--- src/sv/assert_macros.svh ---
// ---------------------------------------------------------------------------
// Assertion macros
// Shared concurrent assertion forms. They compile to nothing under SYNTHESIS.
// ---------------------------------------------------------------------------
`ifndef ASSERT_MACROS_SVH
`define ASSERT_MACROS_SVH
`ifndef SYNTHESIS
`define ASSERT_IMPLY(label, clock, reset_n, pre, post) \
    label: assert property (@(posedge clock) disable iff (!reset_n) (pre) |-> (post)) \
        else $error("assertion failed: same-cycle implication");
`define ASSERT_NEXT(label, clock, reset_n, pre, post) \
    label: assert property (@(posedge clock) disable iff (!reset_n) (pre) |=> (post)) \
        else $error("assertion failed: next-cycle implication");
`else
`define ASSERT_IMPLY(label, clock, reset_n, pre, post)
`define ASSERT_NEXT(label, clock, reset_n, pre, post)
`endif
`endif

--- src/sv/bnds_pkg.sv ---
// ---------------------------------------------------------------------------
// Block nesting depth scanner package
// Types, character codes and keyword tables shared by the scanner modules.
// ---------------------------------------------------------------------------
package bnds_pkg;

    localparam int WINDOW_LEN = 7;
    localparam int SEEN_W     = 3;
    localparam int KW_BITS    = 48;
    localparam int OPENER_CNT = 9;

    typedef logic [7:0] char_t;

    localparam char_t CH_LF      = 8'h0A;
    localparam char_t CH_SPACE   = 8'h20;
    localparam char_t CH_DQUOTE  = 8'h22;
    localparam char_t CH_HASH    = 8'h23;
    localparam char_t CH_SQUOTE  = 8'h27;
    localparam char_t CH_RPAREN  = 8'h29;
    localparam char_t CH_DOT     = 8'h2E;
    localparam char_t CH_BSLASH  = 8'h5C;
    localparam char_t CH_LBRACE  = 8'h7B;
    localparam char_t CH_BAR     = 8'h7C;
    localparam char_t CH_RBRACE  = 8'h7D;

    typedef enum logic [1:0] {
        MODE_CODE,
        MODE_STRING,
        MODE_ESCAPE,
        MODE_COMMENT
    } scan_mode_t;

    typedef struct packed {
        logic [WINDOW_LEN-1:0][7:0] bytes;
        logic [WINDOW_LEN-1:0]      in_code;
        logic [SEEN_W-1:0]          seen;
    } window_t;

    typedef struct packed {
        logic  fire;
        char_t text;
        logic  last;
    } step_t;

    typedef struct packed {
        logic up;
        logic down;
    } kw_event_t;

    localparam logic [KW_BITS-1:0] OPENER_TEXT [OPENER_CNT] = '{
        "def", "class", "module", "if", "unless", "case", "while", "until", "for"
    };
    localparam int OPENER_LEN [OPENER_CNT] = '{3, 5, 6, 2, 6, 4, 5, 5, 3};

    localparam logic [KW_BITS-1:0] KW_BEGIN = "begin";
    localparam logic [KW_BITS-1:0] KW_DO    = "do";
    localparam logic [KW_BITS-1:0] KW_END   = "end";

    function automatic logic is_word_char(input char_t c);
        return ((c >= "a") && (c <= "z")) || ((c >= "A") && (c <= "Z")) ||
               ((c >= "0") && (c <= "9")) || (c == "_");
    endfunction

    // Words are stored right-justified with their first letter highest.
    function automatic logic word_ends(
        input window_t            win,
        input char_t              cur,
        input logic [KW_BITS-1:0] text,
        input int                 k,
        input int                 endback
    );
        int    s;
        int    b;
        logic  hit;
        char_t ch;
        s   = k - 1 + endback;
        hit = 1'b1;
        if ((k < 2) || (s > WINDOW_LEN) || (int'(win.seen) < s)) begin
            hit = 1'b0;
        end else begin
            for (int i = 0; i < k; i++) begin
                b  = s - i;
                ch = (b == 0) ? cur : win.bytes[3'(b - 1)];
                if (ch != text[8*(k-1-i) +: 8]) begin
                    hit = 1'b0;
                end
            end
            if (!win.in_code[3'(s - 1)]) begin
                hit = 1'b0;
            end
            if ((s + 1 <= WINDOW_LEN) && (int'(win.seen) >= s + 1)) begin
                if (is_word_char(win.bytes[3'(s)])) begin
                    hit = 1'b0;
                end
            end
        end
        return hit;
    endfunction

endpackage

--- src/sv/block_nesting_depth_scanner.sv ---
// ---------------------------------------------------------------------------
// Block nesting depth scanner
// Scans source text one byte per transaction and reports the open block
// depth when the final byte of a text arrives.
//
//   channel  direction  handshake                 fields
//   text     in         text_valid / text_stall   text_byte, final_byte
//   depth    out        depth_valid / depth_stall open_depth
//
// One byte is accepted per cycle unless a final byte waits on a stalled result.
// The window, mode and depth registers in the scan core update once per byte.
// Reset and each final byte return the scanner to the start of a text.
// A stalled result holds back only a following final byte and the bytes behind it.
// ---------------------------------------------------------------------------
`include "assert_macros.svh"

module block_nesting_depth_scanner
    import bnds_pkg::*;
#(
    parameter int DEPTH_WIDTH = 8
)
(
    input  logic       clk,
    input  logic       rst_n,
    input  logic       text_valid,
    output logic       text_stall,
    input  logic [7:0] text_byte,
    input  logic       final_byte,
    output logic       depth_valid,
    input  logic       depth_stall,
    output logic [7:0] open_depth
);

    logic       hold_valid_reg;
    logic [7:0] text_byte_reg;
    logic       final_byte_reg;
    logic       depth_valid_reg;
    logic [7:0] open_depth_reg;
    logic       advance;
    logic [7:0] result_depth;
    step_t      step;

    assign advance = hold_valid_reg &&
                     (!final_byte_reg || !depth_valid_reg || !depth_stall);
    assign text_stall  = hold_valid_reg && !advance;
    assign depth_valid = depth_valid_reg;
    assign open_depth  = open_depth_reg;

    assign step.fire = advance;
    assign step.text = text_byte_reg;
    assign step.last = final_byte_reg;

    always_ff @(posedge clk or negedge rst_n)
    begin
        if (!rst_n)
        begin
            hold_valid_reg  <= 1'b0;
            depth_valid_reg <= 1'b0;
        end
        else
        begin
            if (text_valid && !text_stall)
            begin
                hold_valid_reg <= 1'b1;
            end
            else if (advance)
            begin
                hold_valid_reg <= 1'b0;
            end
            if (advance && final_byte_reg)
            begin
                depth_valid_reg <= 1'b1;
            end
            else if (!depth_stall)
            begin
                depth_valid_reg <= 1'b0;
            end
        end
    end

    always_ff @(posedge clk)
    begin
        if (text_valid && !text_stall)
        begin
            text_byte_reg  <= text_byte;
            final_byte_reg <= final_byte;
        end
        if (advance && final_byte_reg)
        begin
            open_depth_reg <= result_depth;
        end
    end

    bnds_scan_core #(
        .DEPTH_WIDTH (DEPTH_WIDTH)
    ) u_core
    (
        .clk          (clk),
        .rst_n        (rst_n),
        .step         (step),
        .result_depth (result_depth)
    );

    `ASSERT_NEXT(a_result_from_final, clk, rst_n, advance && final_byte_reg, depth_valid_reg)
    `ASSERT_IMPLY(a_no_stall_when_empty, clk, rst_n, !depth_valid_reg, !text_stall)
    `ASSERT_NEXT(a_final_waits, clk, rst_n, text_stall,
                 hold_valid_reg && final_byte_reg && $stable(text_byte_reg))

endmodule

--- src/sv/bnds_keyword_match.sv ---
// ---------------------------------------------------------------------------
// Keyword matcher
// Compares the recent byte window against all keywords in parallel and
// reports whether the current byte confirms an opening or closing keyword.
// ---------------------------------------------------------------------------
module bnds_keyword_match
    import bnds_pkg::*;
(
    input  window_t   win,
    input  char_t     text,
    input  logic      last,
    output kw_event_t kw_event
);

    logic common_term;
    logic opener_hit;

    always_comb
    begin
        common_term = (text == CH_LF) || (text == CH_SPACE) || (text == CH_HASH);
        opener_hit  = 1'b0;
        for (int i = 0; i < OPENER_CNT; i++)
        begin
            if (word_ends(win, text, OPENER_TEXT[i], OPENER_LEN[i], 1))
            begin
                opener_hit = 1'b1;
            end
        end
        kw_event.up = ((text == CH_SPACE) && opener_hit) ||
                      (common_term && word_ends(win, text, KW_BEGIN, 5, 1)) ||
                      ((common_term || (text == CH_BAR)) && word_ends(win, text, KW_DO, 2, 1)) ||
                      (last && (word_ends(win, text, KW_BEGIN, 5, 0) ||
                                word_ends(win, text, KW_DO, 2, 0)));
        kw_event.down = ((common_term || (text == CH_DOT) || (text == CH_RPAREN)) &&
                         word_ends(win, text, KW_END, 3, 1)) ||
                        (last && word_ends(win, text, KW_END, 3, 0));
    end

endmodule

--- src/sv/bnds_scan_core.sv ---
// ---------------------------------------------------------------------------
// Scan core
// Holds the scan mode, byte window and depth counter; updates them for one
// byte per cycle on step.fire. Produces the saturated depth for a final byte.
// ---------------------------------------------------------------------------
module bnds_scan_core
    import bnds_pkg::*;
#(
    parameter int DEPTH_WIDTH = 8
)
(
    input  logic       clk,
    input  logic       rst_n,
    input  step_t      step,
    output logic [7:0] result_depth
);

    localparam logic [DEPTH_WIDTH-1:0] DEPTH_MAX = {DEPTH_WIDTH{1'b1}};

    scan_mode_t              mode_reg, mode_next;
    logic                    quote_reg, quote_next;
    window_t                 win_reg, win_next;
    logic [DEPTH_WIDTH-1:0]  depth_reg, depth_next, depth_upd;
    logic [DEPTH_WIDTH+7:0]  depth_ext;
    logic                    brace_up, brace_down;
    kw_event_t               kw_event;

    bnds_keyword_match u_match
    (
        .win      (win_reg),
        .text     (step.text),
        .last     (step.last),
        .kw_event (kw_event)
    );

    always_ff @(posedge clk or negedge rst_n)
    begin
        if (!rst_n)
        begin
            mode_reg  <= MODE_CODE;
            quote_reg <= 1'b0;
            win_reg   <= '0;
            depth_reg <= '0;
        end
        else if (step.fire)
        begin
            mode_reg  <= mode_next;
            quote_reg <= quote_next;
            win_reg   <= win_next;
            depth_reg <= depth_next;
        end
    end

    always_comb
    begin
        mode_next  = mode_reg;
        quote_next = quote_reg;
        brace_up   = 1'b0;
        brace_down = 1'b0;
        case (mode_reg)
            MODE_CODE:
            begin
                if ((step.text == CH_DQUOTE) || (step.text == CH_SQUOTE))
                begin
                    mode_next  = MODE_STRING;
                    quote_next = (step.text == CH_SQUOTE);
                end
                else if (step.text == CH_HASH)
                begin
                    mode_next = MODE_COMMENT;
                end
                else
                begin
                    brace_up   = (step.text == CH_LBRACE);
                    brace_down = (step.text == CH_RBRACE);
                end
            end
            MODE_STRING:
            begin
                if (step.text == CH_BSLASH)
                begin
                    mode_next = MODE_ESCAPE;
                end
                else if (step.text == (quote_reg ? CH_SQUOTE : CH_DQUOTE))
                begin
                    mode_next = MODE_CODE;
                end
            end
            MODE_ESCAPE:
            begin
                mode_next = MODE_STRING;
            end
            MODE_COMMENT:
            begin
                if (step.text == CH_LF)
                begin
                    mode_next = MODE_CODE;
                end
            end
            default:
            begin
                mode_next = MODE_CODE;
            end
        endcase

        // At most one depth event can occur for any single byte.
        depth_upd = depth_reg;
        if ((kw_event.up || brace_up) && (depth_reg != DEPTH_MAX))
        begin
            depth_upd = depth_reg + 1'b1;
        end
        else if ((kw_event.down || brace_down) && (depth_reg != '0))
        begin
            depth_upd = depth_reg - 1'b1;
        end

        depth_ext    = {8'd0, depth_upd};
        result_depth = (depth_ext > (DEPTH_WIDTH+8)'(255)) ? 8'hFF : depth_ext[7:0];

        win_next.bytes   = {win_reg.bytes[WINDOW_LEN-2:0], step.text};
        win_next.in_code = {win_reg.in_code[WINDOW_LEN-2:0], (mode_reg == MODE_CODE)};
        win_next.seen    = (win_reg.seen == SEEN_W'(WINDOW_LEN)) ? win_reg.seen
                                                                  : win_reg.seen + 1'b1;
        depth_next       = depth_upd;

        if (step.last)
        begin
            mode_next  = MODE_CODE;
            quote_next = 1'b0;
            win_next   = '0;
            depth_next = '0;
        end
    end

endmodule
--- config.mk ---
export PLATFORM = sky130hd
export DESIGN_NAME = block_nesting_depth_scanner
export DESIGN_NICKNAME = d
export VERILOG_FILES = /design/src/sv/bnds_pkg.sv /design/src/sv/block_nesting_depth_scanner.sv /design/src/sv/bnds_keyword_match.sv /design/src/sv/bnds_scan_core.sv
export VERILOG_INCLUDE_DIRS = /design/src /design/src/sv
export SDC_FILE = /design/constraint.sdc
export NUM_CORES = 1
export LEC_CHECK = 0
export ABC_CLOCK_PERIOD_IN_PS = 3800
export BUFFER_PORTS_ARGS = -buffer_cell sky130_fd_sc_hd__clkbuf_2
export CORE_ASPECT_RATIO = 1.1
export CORE_UTILIZATION = 61
export DETAILED_ROUTE_END_ITERATION = 16
export GPL_ROUTABILITY_DRIVEN = 0
export PLACE_DENSITY = 0.8
export SYNTH_ARGS = -nofsm -noshare
export SYNTH_HDL_FRONTEND = slang
export SYNTH_SLANG_ARGS = --single-unit
--- constraint.sdc ---
create_clock -name clk -period 3.8 [get_ports clk]
set_input_delay 0.57 -clock clk [delete_from_list [all_inputs] [get_ports clk]]
set_output_delay 0.57 -clock clk [all_outputs]
set_load 0.005 [all_outputs]
# Word-level counts from Yosys, hierarchy flattened
# Cells that the tools add are included.
[classes]
n_addsub = 3
magnitude_cmp = 27
eq_ne = 60
mux = 123
reduce_logical = 58
[op_table]
columns = ["operator", "count"]
rows = [
  ["!= test 8 x 7 -> 1 bit, second input constant", 35],
  ["two-way mux 1 bit", 110],
  ["equality test 8 x 7 -> 1 bit, second input constant", 7],
  ["two-way mux 50 bit", 1],
  ["equality test 8 x 6 -> 1 bit, second input constant", 6],
  ["greater-or-equal comparator 8 x 7 -> 1 bit, second input constant", 6],
  ["<= comparator 8 x 7 -> 1 bit, second input constant", 6],
  ["greater-or-equal comparator 8 x 6 -> 1 bit, second input constant", 3],
  ["<= comparator 8 x 6 -> 1 bit, second input constant", 3],
  ["logical OR 1 bit", 24],
  ["two-way mux 8 bit", 3],
  ["logical AND 1 bit", 21],
  ["two-way mux 2 bit", 6],
  ["< comparator 3 bit, second input constant", 3],
  ["adder 8 x 1 -> 8 bit, second input constant", 1],
  ["equality test 8 x 4 -> 1 bit, second input constant", 1],
  ["equality test 8 bit", 1],
  ["!= test 4 x 2 -> 1 bit, second input constant", 2],
  ["!= test 8 bit, second input constant", 1],
  ["case mux 2 bit (4 select lines)", 1],
  ["nonzero test 8 bit", 1],
  ["subtractor 8 x 1 -> 8 bit, second input constant", 1],
  ["greater-or-equal comparator 3 x 2 -> 1 bit, second input constant", 2],
  ["< comparator 3 x 2 -> 1 bit, second input constant", 2],
  ["other kinds (16)", 24],
]
[totals]
ff_bits = 71
in_bits = 13
out_inout_bits = 10
elab_cells = 285

# Depth between registers and ports, before layout
# Gate-level depths: netlist of the first run.
[logic_depth]
word_depth = 25
depth_mapped = 9
mapped_depth_nobuf = 8

# By module
# A second synthesis of the first run with hierarchy kept.
[hier_totals]
cells_unflattened = 538
hier_area_um2 = 5172.5
[by_module_without_submodules]
columns = ["module", "instances", "cells_each", "area_each_um2", "seq_area_each_um2"]
rows = [
  ["bnds_scan_core", 1, 404, 3875.0, 1926.8],
  ["bnds_keyword_match", 1, 105, 681.9, 0.0],
  ["block_nesting_depth_scanner", 1, 29, 615.6, 560.5],
]

# Worst setup path before layout of the first run
# OpenSTA, ideal clock, no wires.
[synth_path]
path_kind = "register to register"
start = "register text_byte_reg[7]"
end = "register open_depth_reg[4] (netlist: open_depth[4]), data pin"
setup_time_ps = 263
t_arrival_ps = 2397
required_ps = 3537
setup_slack_ps = 1140
path_stages_with_launch = 10
n_path_buf = 2
period_less_slack_ps = 2660
path_cell_list = "edfxtp_1 or4b_1 buf_2 nor3_2 a211oi_1 or3_1 buf_6 a2111oi_4 a22oi_1 xnor2_1"
[synth_via]
elab_chain_len = 12
elab_cells_between_ends = 55
cone_classes = "eq/ne: 13; mux: 21; reduce/logical: 21"
[synth_lines]
columns = ["element", "line_no", "rtl"]
rows = [
  ["start: declaration", "block_nesting_depth_scanner.sv:35", "logic [7:0] text_byte_reg;"],
  ["start signal: assignment", "block_nesting_depth_scanner.sv:85", "text_byte_reg <= text_byte;"],
  ["!= test 8 x 7 -> 1 bit", "bnds_pkg.sv:84", "if (ch != text[8*(k-1-i) +: 8]) begin"],
  ["two-way mux 1 bit", "bnds_pkg.sv:84", ""],
  ["two-way mux 1 bit", "bnds_pkg.sv:88", "if (!win.in_code[3'(s - 1)]) begin"],
  ["two-way mux 1 bit", "bnds_pkg.sv:92", "if (is_word_char(win.bytes[3'(s)])) begin"],
  ["two-way mux 1 bit", "bnds_pkg.sv:91", "if ((s + 1 <= WINDOW_LEN) && (int'(win.seen) >= s + 1)) begin"],
  ["two-way mux 1 bit", "bnds_pkg.sv:78", "if ((k < 2) || (s > WINDOW_LEN) || (int'(win.seen) < s)) begin"],
  ["logical AND 1 bit / logical OR 1 bit (equally long branches)", "bnds_keyword_match.sv:36, bnds_keyword_match.sv:32", ""],
  ["logical OR 1 bit / logical AND 1 bit (equally long branches)", "bnds_keyword_match.sv:35, bnds_keyword_match.sv:32", ""],
  ["logical OR 1 bit, on equally long branches", "bnds_scan_core.sv:112, bnds_keyword_match.sv:31", ""],
  ["logical AND 1 bit / logical OR 1 bit (equally long branches)", "bnds_scan_core.sv:112, bnds_scan_core.sv:108", ""],
  ["two-way mux 8 bit / logical AND 1 bit (equally long branches)", "bnds_scan_core.sv:112, bnds_scan_core.sv:108", ""],
  ["two-way mux 8 bit (*)", "bnds_scan_core.sv:108", "if ((kw_event.up || brace_up) && (depth_reg != DEPTH_MAX))"],
  ["named net result_depth[4]", "block_nesting_depth_scanner.sv:40", "logic [7:0] result_depth;"],
  ["end signal: assignment", "block_nesting_depth_scanner.sv:90", "open_depth_reg <= result_depth;"],
  ["end: declaration", "block_nesting_depth_scanner.sv:38", "logic [7:0] open_depth_reg;"],
]
# Mark *: on every way through the listed nets, which the timed path passes. The rest lies on a longest branch.
# A chain may end at the register's enable or synchronous reset.

# Worst setup path in the final report of the first run
[layout_path]
start = "register text_byte_reg[1]"
end = "register open_depth_reg[4] (netlist: open_depth[4]), data pin"
# Same word-level chain as after synthesis.

==> summary.txt, run 1 <==
ANT nets after route: 0
Mux share of post-synthesis cell area: 0.00826
Slew @ Worst Pin: 0.766 ns
Worst-skew pair later-pin latency: 0.36 ns
Pleak: 1.87 nW
Layout cells sized above 1: 0.138
CP Class: flop to flop
DRT iter0 DRCs: 386
Final Cycle Share: 0.789
Crit-path cells: and2_1 -> o311ai_0 -> or4b_2 -> o221a_2 -> a31oi_1 -> buf_4 -> a22oi_1 -> xnor2_1
Count of cell types in the netlist: 71
CTS Buffer Depth: 2
Final nets: 472
Initial Util: 0.649
Die Wd: 80.1 um
Pint: 1.27 mW
Switching pwr: 0.627 mW
M1 WL: 4.38 mm
Clk root buf: clkbuf_8
Final Critical Period: 3.00 ns
Layout overhead on the synthesized area: 7.59%
Initial antenna violation count: 0
Mean post-synth cell area: 9.30 um^2
Fmax: 334 MHz
Die Span Y: 87.9 um
Max layer used: met4
Yosys reg bits: 69
Vias: 3,572
DRT Pass-1 Iters: 5
H-tree levels: 3
Post-Synth Simple-Gate Area: 0.307
Top FF cell, synth: dfrtp_1
Startpoint types: flop
Max reg flops: 39
Yosys warns: 0
Post-Route WL: 9.74 mm
FFs w/ async S/R, synth: 0.754
Port bufs: 22
I/O pin cnt: 23
Req. time, crit path: 3.91 ns
Cell Area, Synth: 0.00409 mm^2
Post-CTS repair timing setup buffer count: 0
Critical path's slowest cell: or4b_2
Reg area: 0.00181 mm^2
Slew Limit Fails: 0
CTS Buf Count: 9
Register share of total power: 0.522
Final Hold Fails: 0
Number of fill cells: 503
Crit. End Element: flop
# setup viols final: 0
Resized Gates After CTS: 0
DP Area: 0.00423 mm^2
Met2 Wirelength: 4.62 mm
ANT cells: 0
Post-Synth Adder-Cell Area: 0.0184
First-pass GRT wire length: 16.2 mm
CTS Hold Bufs: 0
Hpwl dp: 6.62 mm
Drc violations: 0
Power per cell area: 430 mW/mm^2
Data arrival, critical path: 3.10 ns
Maxcap violations: 0
DR vias/cell: 6.65
Full die area: 0.00704 mm^2
# rows: 30
Worst-path clk slew: 0.07 ns
Global-route usage over all layers: 0.302
Syn Nets: 459
Std-Cell Core Area: 0.00631 mm^2
Setup tns final: 0 ns
Compound-cell area share of the yosys netlist: 0.163
Unrepaired setup endpoints after global routing: no
Switching Share: 0.331
Status: finished clean
Multi-input gate area: 0.00211 mm^2
Crit-path max cell delay: 0.66 ns
Comb pwr share: 0.195
Largest net degree at the start of global routing: 49
Worst-path fanout max: 13
# clock sinks: 69
Worst min path class: primary input to asynchronous set/reset pin
Syn Inst Count: 440
Peak supply drop: 0.000329 V
Final Skew: 0.00871 ns
Number of synthesized flops with an enable pin: 17
Slew headroom: 0.488
Gr ovfl total: 0
CTS tree: yes
WL met3: 512 um
Wire per inst: 18.1 um
Number of global-route vias before repair: 3,259
XOR/XNOR share of the synthesized area: 0.0193
Combinational family with the most area after synthesis: simple AND/OR/NAND/NOR gates
Post-route cell area: 0.00440 mm^2
Post-synthesis sequential area ratio: 0.443
Clock power frac: 0.283
## synth_stat cells, types with 4 or more instances
cell / count / area (um^2)
o31ai_1: 4 / 30.0
nor4bb_1: 5 / 50.1
ha_1: 6 / 75.1
nand2b_1: 5 / 31.3
o21ai_0: 5 / 25.0
nor4_1: 6 / 37.5
or4_1: 6 / 45.0
clkbuf_1: 22 / 82.6
edfxtp_1: 17 / 510
xnor2_1: 7 / 61.3
nor2b_1: 4 / 25.0
nand4b_1: 4 / 35.0
o211ai_1: 7 / 52.6
nor3_1: 15 / 75.1
and2_1: 4 / 25.0
a21oi_1: 9 / 45.0
dfrtp_1: 52 / 1300
nor2_1: 17 / 63.8
a21o_1: 4 / 30.0
nand4_1: 8 / 50.1
nand2_1: 88 / 330
inv_1: 14 / 52.6
a31oi_1: 5 / 31.3
nand3_1: 39 / 195
a311oi_1: 4 / 35.0
or3_1: 5 / 31.3
and3_1: 6 / 37.5
nand3b_1: 6 / 45.0
## routing by layer
metal  track usage  vias up
li1              -     1661
met1         0.416     1752
met2         0.472      136
met3        0.0448       23
met4         0.140        0
met5             0        -
## worst paths after layout
kind	startpoint	endpoint	slack (ns)	cells after the start
setup reg to reg	text_byte_reg[1]	open_depth[4]	0.80	8
hold reg to reg	u_core.win_reg[6]	u_core.win_reg[6]	0.48	2
hold / removal	rst_n	u_core.win_reg[39]	0.19	1
min in group clk	final_byte	final_byte_reg	0.39	1
max in group asynchronous	rst_n	u_core.quote_reg	2.78	2
setup / recovery	text_byte_reg[1]	open_depth[4]	0.80	8
## cells by family (layout without fill, tap and decap cells)
logic type / after synthesis / after routing
mux: 3 / 3
compound gates: 77 / 77
simple gates: 236 / 236
flops: 69 / 69
xor+xnor: 9 / 9
buf+inv: 40 / 57
fa+ha+maj: 6 / 6
## power by group through the flow
stage               clock network [mW]  logic, mW  registers [mW]
detailed placement                   0      0.364           0.998
CTS                              0.535      0.367           0.984
floorplan                            0      0.293           0.945
global route                     0.567      0.408            1.00
global placement                     0      0.354           0.994
finish                           0.536      0.368           0.989
## cells in the final DEF (no fill, tap or decap), types with 5 or more instances in the layout
cell      count
nand4_1       8
nor3_1       15
nor2_1       17
nand2_1      88
clkbuf_8     11
edfxtp_1     17
nor4_1        6
inv_1        14
dfrtp_1      52
or4_1         6
a21oi_1       9
o21ai_0       5
o211ai_1      7
buf_4         6
nand2b_1      5
a31oi_1       5
nand3b_1      6
and3_1        6
or3_1         5
xnor2_1       7
nand3_1      39
clkbuf_2     22
ha_1          6
nor4bb_1      5
## area by class of cell
class,count,share of cell area
Clock buffer,13,0.0361
Clock inverter,2,0.00227
Inverter,14,0.0119
Multi-Input combinational cell,331,0.480
Sequential cell,69,0.412
Tap cell,80,0.0227
Timing Repair Buffer,28,0.0353
## stage by stage
step / hold slack (ns) / util / std cells / total power, mW / setup WS, ns
floorplan: 0.274 / - / 440 / 1.24 / 1.14
global placement: 0.458 / 0.671 / 522 / 1.35 / 0.895
detailed placement: 0.472 / 0.671 / 522 / 1.36 / 0.881
CTS: 0.199 / 0.698 / 537 / 1.89 / 0.865
global route: 0.220 / 0.698 / 537 / 1.98 / 0.592
finish: 0.185 / 0.698 / 537 / 1.89 / 0.802
## critical path, delay by kind of cell, from the launching register on
family,cells,cell delay (ns)
flops,1,0.63
buf+inv,1,0.21
xor+xnor,1,0.16
compound gates,4,0.81
simple gates,2,0.93
(Power assumes the default switching activity.)
==> run 2, diff against run 1 <==
- ABC_CLOCK_PERIOD_IN_PS: 3800 -> 2410
- CORE_UTILIZATION: 61 -> 55
- PLACE_DENSITY: 0.8 -> 0.76
- clock period: 3.8 -> 2.41 ns (I/O delays scaled with it)
==> run 2 against run 1 <==
Register-to-register slack got worse by 1.1 ns. Sequential share of layout area fell by 8.1 points. Sequential cell count unchanged. Clock skew increased by 0.0013 ns. The run now ends with design-rule violations, negative setup slack left.
==> summary.txt, run 2 (synthesis gave the netlist of run 1 again) <==
# setup viols final: 16
Final Hold Fails: 0
Cell family with most CP delay: simple AND/OR/NAND/NOR gates
CTS tree: yes
Peak supply drop: 0.000531 V
# clock sinks: 69
Power per cell area: 639 mW/mm^2
R2r startpoint: text_byte_reg[3]
Largest net degree at the start of global routing: 53
Worst-path clk slew: 0.08 ns
Violated checks: design-rule violations, negative setup slack
Std-Cell Core Area: 0.00709 mm^2
WP depth: 8
Port bufs: 22
Number of global-route vias before repair: 4,054
Final nets: 579
Worst r2r path cells: 8
Wire per inst: 18.8 um
Vias: 4,105
Pleak: 2.46 nW
CP Launch Point: text_byte_reg[3]
Max reg flops: 39
Final Skew: 0.0100 ns
Critical path's slowest cell: or4b_4
Slew @ Worst Pin: 0.796 ns
DR vias/cell: 6.32
I/O pin cnt: 23
Worst-path fanout max: 11
ANT cells: 0
CTS Buffer Depth: 2
Maxcap violations: 0
Worst min path class: primary input to asynchronous set/reset pin
CP Class: flop to flop
Layout cells sized above 1: 0.361
Drc violations: 2
Final cell count without fillers: 650
Number of fill cells: 428
Buf/Inv on CP: 1
ANT nets after route: 0
Commonest non-fill, non-tap cells in the layout: 109 x buf_4, 88 x nand2_1, 50 x dfrtp_1
R2r setup slk: -0.26 ns
Fmax: 374 MHz
Slew Limit Fails: 0
Placed Cells incl. Taps: 629
RR Endpoint: open_depth[4]
Startpoint types: flop
Worst Slack Setup Final: -0.261 ns
First-pass GRT wire length: 19.2 mm
Crit. End Element: flop
Commonest non-fill, non-tap cell in the layout: buf_4
Initial antenna violation count: 0
Crit-path max cell delay: 0.50 ns
CP Capture Point: open_depth[4]
Data arrival, critical path: 2.79 ns
Final Cycle Share: 1.11
Hpwl dp: 8.15 mm
DRT Pass-1 Iters: 11
Crit-path cells: and4b_1 -> nand3_2 -> or4b_4 -> o221a_4 -> a31oi_2 -> buf_6 -> a22oi_2 -> xnor2_1
Full die area: 0.00779 mm^2
Worst-skew pair later-pin latency: 0.36 ns
Initial Util: 0.577
Post-Route WL: 12.2 mm
Status: finished with violations
Unrepaired setup endpoints after global routing: yes
Final Critical Period: 2.67 ns
Utilization after layout: 0.773
Gr ovfl total: 0
# rows: 32
Slew headroom: 0.467
Die Span Y: 92.4 um
Clk root buf: clkbuf_8
Layout overhead on the synthesized area: 34.0%
Req. time, crit path: 2.53 ns
H-tree levels: 3
DRT iter0 DRCs: 387
Global-route usage over all layers: 0.319
CTS Buf Count: 9
Die Wd: 84.2 um
-- run 2: changes by cell type in the layout (fill, tap and decap cells not counted), sizes merged --
cell / previous run / this run
buf: 6 / 113
clkbuf: 35 / 33
inv: 14 / 15
bufinv: 0 / 1
clkinv: 2 / 3
-- run 2: how the worst min path moves through the flow --
stage               slack (ns)                  end         startpoint  cells after the start
floorplan                 0.07          depth_valid              rst_n                      0
finish                    0.13   u_core.win_reg[39]              rst_n                      2
global placement          0.46    u_core.win_reg[6]  u_core.win_reg[6]                      2
CTS                       0.15  u_core.depth_reg[0]              rst_n                      2
global route              0.16     text_byte_reg[4]       text_byte[4]                      1
detailed placement        0.47    u_core.win_reg[6]  u_core.win_reg[6]                      2
-- run 2: per-layer routing --
metal | up-vias | track usage | share of wire
met4 | 0 | 0.178 | 0.040
met2 | 205 | 0.523 | 0.50
met3 | 48 | 0.0749 | 0.071
met1 | 1961 | 0.389 | 0.39
met5 | - | 0 | 0
li1 | 1891 | - | -
-- run 2: metrics by stage --
step	setup TNS (ns)	hold WS, ns	cell area, um^2	power [mW]	setup WS [ns]
2_1_floorplan	-0.419	0.0659	4140	1.96	-0.0950
5_1_grt	-4.33	0.162	5480	3.65	-0.333
3_5_place_dp	-2.96	0.468	5050	2.40	-0.267
3_3_place_gp	-1.88	0.459	5050	2.37	-0.193
4_1_cts	-1.97	0.152	5380	3.44	-0.203
6_report	-3.12	0.133	5480	3.50	-0.261
-- run 2: repair_timing --
item,CTS,global route
setup endpoints to repair,16,17
pin swaps,2,7
buffers inserted,3,2
gates resized for setup,19,17
hold buffers,0,0
-- run 2: final cells by class --
cell class | count | area (um^2) | share of cell area
clock inverter | 5 | 55.1 | 0.0100
tap | 85 | 106 | 0.0194
sequential | 69 | 1810 | 0.331
multi-input combinational | 331 | 2320 | 0.423
clock buffer | 11 | 163 | 0.0297
inverter | 14 | 52.6 | 0.00959
timing repair buffer | 135 | 973 | 0.178
-- run 2: worst register-to-register path: cells and delay by family, from the launching register on --
| kind | cells | cell delay, ns |
|---|---|---|
| compound gates | 3 | 0.69 |
| flops | 1 | 0.49 |
| simple gates | 3 | 0.92 |
| xor+xnor | 1 | 0.14 |
| buf+inv | 1 | 0.19 |
-- run 2: where the power goes --
group          internal (mW)  total [mW]  switching [mW]
combinational          0.444       0.987           0.543
sequential              1.34        1.48           0.140
clock                  0.568        1.03           0.463
==> run 3, diff against run 2 <==
==> constraint.sdc (replaced) <==
create_clock -name clk -period 2.41 [get_ports clk]
set_input_delay 0.482 -clock clk [delete_from_list [all_inputs] [get_ports clk]]
set_output_delay 0.482 -clock clk [all_outputs]
set_load 0.005 [all_outputs]
==> run 3 against run 2 <==
The flow still finishes with violations (design-rule violations, negative setup slack). Clock power is essentially flat. Worst setup slack lost 0.057 ns. Critical path depth grew 2. Die area is the same. Clock-buffer cell count is the same. Worst hold slack gained 0.12 ns. Non-clock buffer count grew 12. Cell count grew 1.8%. Clock skew grew 0.00093 ns. Sequential power is essentially flat.
==> summary.txt, run 3 (synthesis gave the netlist of run 1 again) <==
Pleak: 2.55 nW
Worst Slack Setup Final: -0.318 ns
Crit-path max cell delay: 0.53 ns
DR vias/cell: 6.60
Buf/Inv on CP: 3
Final Hold Fails: 0
Worst min path class: primary input to asynchronous set/reset pin
CTS Hold Bufs: 0
Maxcap violations: 0
H-tree levels: 3
GRT busiest layer: met2
M1 GR Usage: 0.401
ANT cells: 0
Vias: 4,367
Post-route cell area: 0.00567 mm^2
Slew Limit Fails: 0
Port bufs: 22
Fmax: 367 MHz
Initial Util: 0.577
DP Area: 0.00507 mm^2
Peak supply drop: 0.000455 V
Unrepaired setup endpoints after global routing: yes
Initial antenna violation count: 0
Slew @ Worst Pin: 0.879 ns
Global-route usage over all layers: 0.345
# rows: 32
Pre-CTS setup slack: -0.280 ns
Final Skew: 0.0110 ns
Layout cells sized above 1: 0.378
Max reg flops: 39
Commonest non-fill, non-tap cells in the layout: 115 x buf_4, 88 x nand2_1, 50 x dfrtp_1
CTS Buf Count: 9
Worst-path clk slew: 0.08 ns
CP Class: flop to flop
Layout overhead on the synthesized area: 38.6%
Overall power: 3.55 mW
Crit-path cells: or4_4 -> a21oi_2 -> o211ai_1 -> or3_1 -> buf_6 -> buf_4 -> a211oi_4 -> buf_4 -> a2111o_1 -> o211ai_1
Req. time, crit path: 2.64 ns
Clk root buf: clkbuf_8
Die Wd: 84.2 um
Final Critical Period: 2.73 ns
DRT iter0 DRCs: 510
Data arrival, critical path: 2.96 ns
Wire per inst: 20.3 um
Std-Cell Core Area: 0.00709 mm^2
Crit. End Element: flop
Critical path's slowest cell: or4_4
# clock sinks: 69
Full die area: 0.00779 mm^2
Final Cycle Share: 1.13
CTS tree: yes
Worst-skew pair later-pin latency: 0.36 ns
Post-Route WL: 13.4 mm
Power per cell area: 626 mW/mm^2
Cell family with most CP delay: simple AND/OR/NAND/NOR gates
Met3 Use GR: 0.0865
Worst-path fanout max: 7
Number of global-route vias before repair: 4,224
CTS Buffer Depth: 2
Final nets: 591
Largest net degree at the start of global routing: 53
Commonest non-fill, non-tap cell in the layout: buf_4
Grt met2 use: 0.583
Startpoint types: flop
First-pass GRT wire length: 20.4 mm
Slew headroom: 0.412
Status: finished with violations
Violated checks: design-rule violations, negative setup slack
Setup tns final: -3.35 ns
Gr ovfl total: 0
# setup viols final: 16
Drc violations: 2
Hpwl dp: 8.33 mm
DRT Pass-1 Iters: 12
I/O pin cnt: 23
ANT nets after route: 0
Die Span Y: 92.4 um
==> run 3: changes by cell type in the layout (fill, tap and decap cells not counted), moves of 2 or more <==
cell,change
buf_4,+6
buf_6,+5
nor3_2,-3
a311oi_1,-2
a31oi_4,+2
nor3_4,+2
==> run 3: path summary, 6_finish.rpt <==
| kind | startpoint | end | slack, ns | cells past startpoint |
|---|---|---|---|---|
| setup / recovery | u_core.win_reg[38] | u_core.depth_reg[2] | -0.32 | 10 |
| hold reg to reg | u_core.win_reg[41] | u_core.win_reg[41] | 0.51 | 2 |
| setup reg to reg | u_core.win_reg[38] | u_core.depth_reg[2] | -0.32 | 10 |
| hold / removal | rst_n | u_core.win_reg[41] | 0.26 | 2 |
| max in group asynchronous | rst_n | u_core.win_reg[2] | 1.67 | 2 |
| min in group clk | final_byte | final_byte_reg | 0.29 | 1 |
==> run 3: report_power, final <==
part           total, mW  switching, mW  internal [mW]
logic               1.06          0.605          0.458
registers           1.49          0.142           1.34
clock network       1.00          0.466          0.535
==> run 3: worst reg2reg max path: stages (launching register included) <==
cell      delay [ns]
dfrtp_1         0.38
or4_4           0.53
a21oi_2         0.14
o211ai_1        0.17
or3_1           0.42
buf_6           0.17
buf_4           0.16
a211oi_4        0.28
buf_4           0.17
a2111o_1        0.09
o211ai_1        0.09
==> run 3: through the flow <==
stage	hold WS [ns]	util	std cells
finish	0.256	0.800	662
floorplan	0.186	-	440
CTS	0.273	0.782	659
global route	0.285	0.800	662
detailed placement	0.493	0.715	632
global placement	0.459	0.715	632
==> run 3: layout make-up <==
| cell class | count | area [um^2] |
|---|---|---|
| Sequential cell | 69 | 1810 |
| Multi-Input combinational cell | 331 | 2390 |
| Fill cell | 417 | 1420 |
| Clock inverter | 5 | 57.6 |
| Tap cell | 85 | 106 |
| Timing Repair Buffer | 147 | 1090 |
| Inverter | 14 | 52.6 |
| Clock buffer | 11 | 151 |
==> run 3: per-layer routing <==
metal  wire length [um]  vias to the layer above
met5                  0                        -
met4                673                        0
met3               1180                       76
met2               6640                      291
met1               4950                     2088
li1                   -                     1912
==> run 3: timing repair <==
| item | 4_1_cts | 5_1_grt |
|---|---|---|
| gates cloned | 1 | 0 |
| endpoints found under the setup margin | 17 | 17 |
| pin swaps | 13 | 13 |
| setup buffers | 10 | 3 |
| gates resized for setup | 36 | 17 |
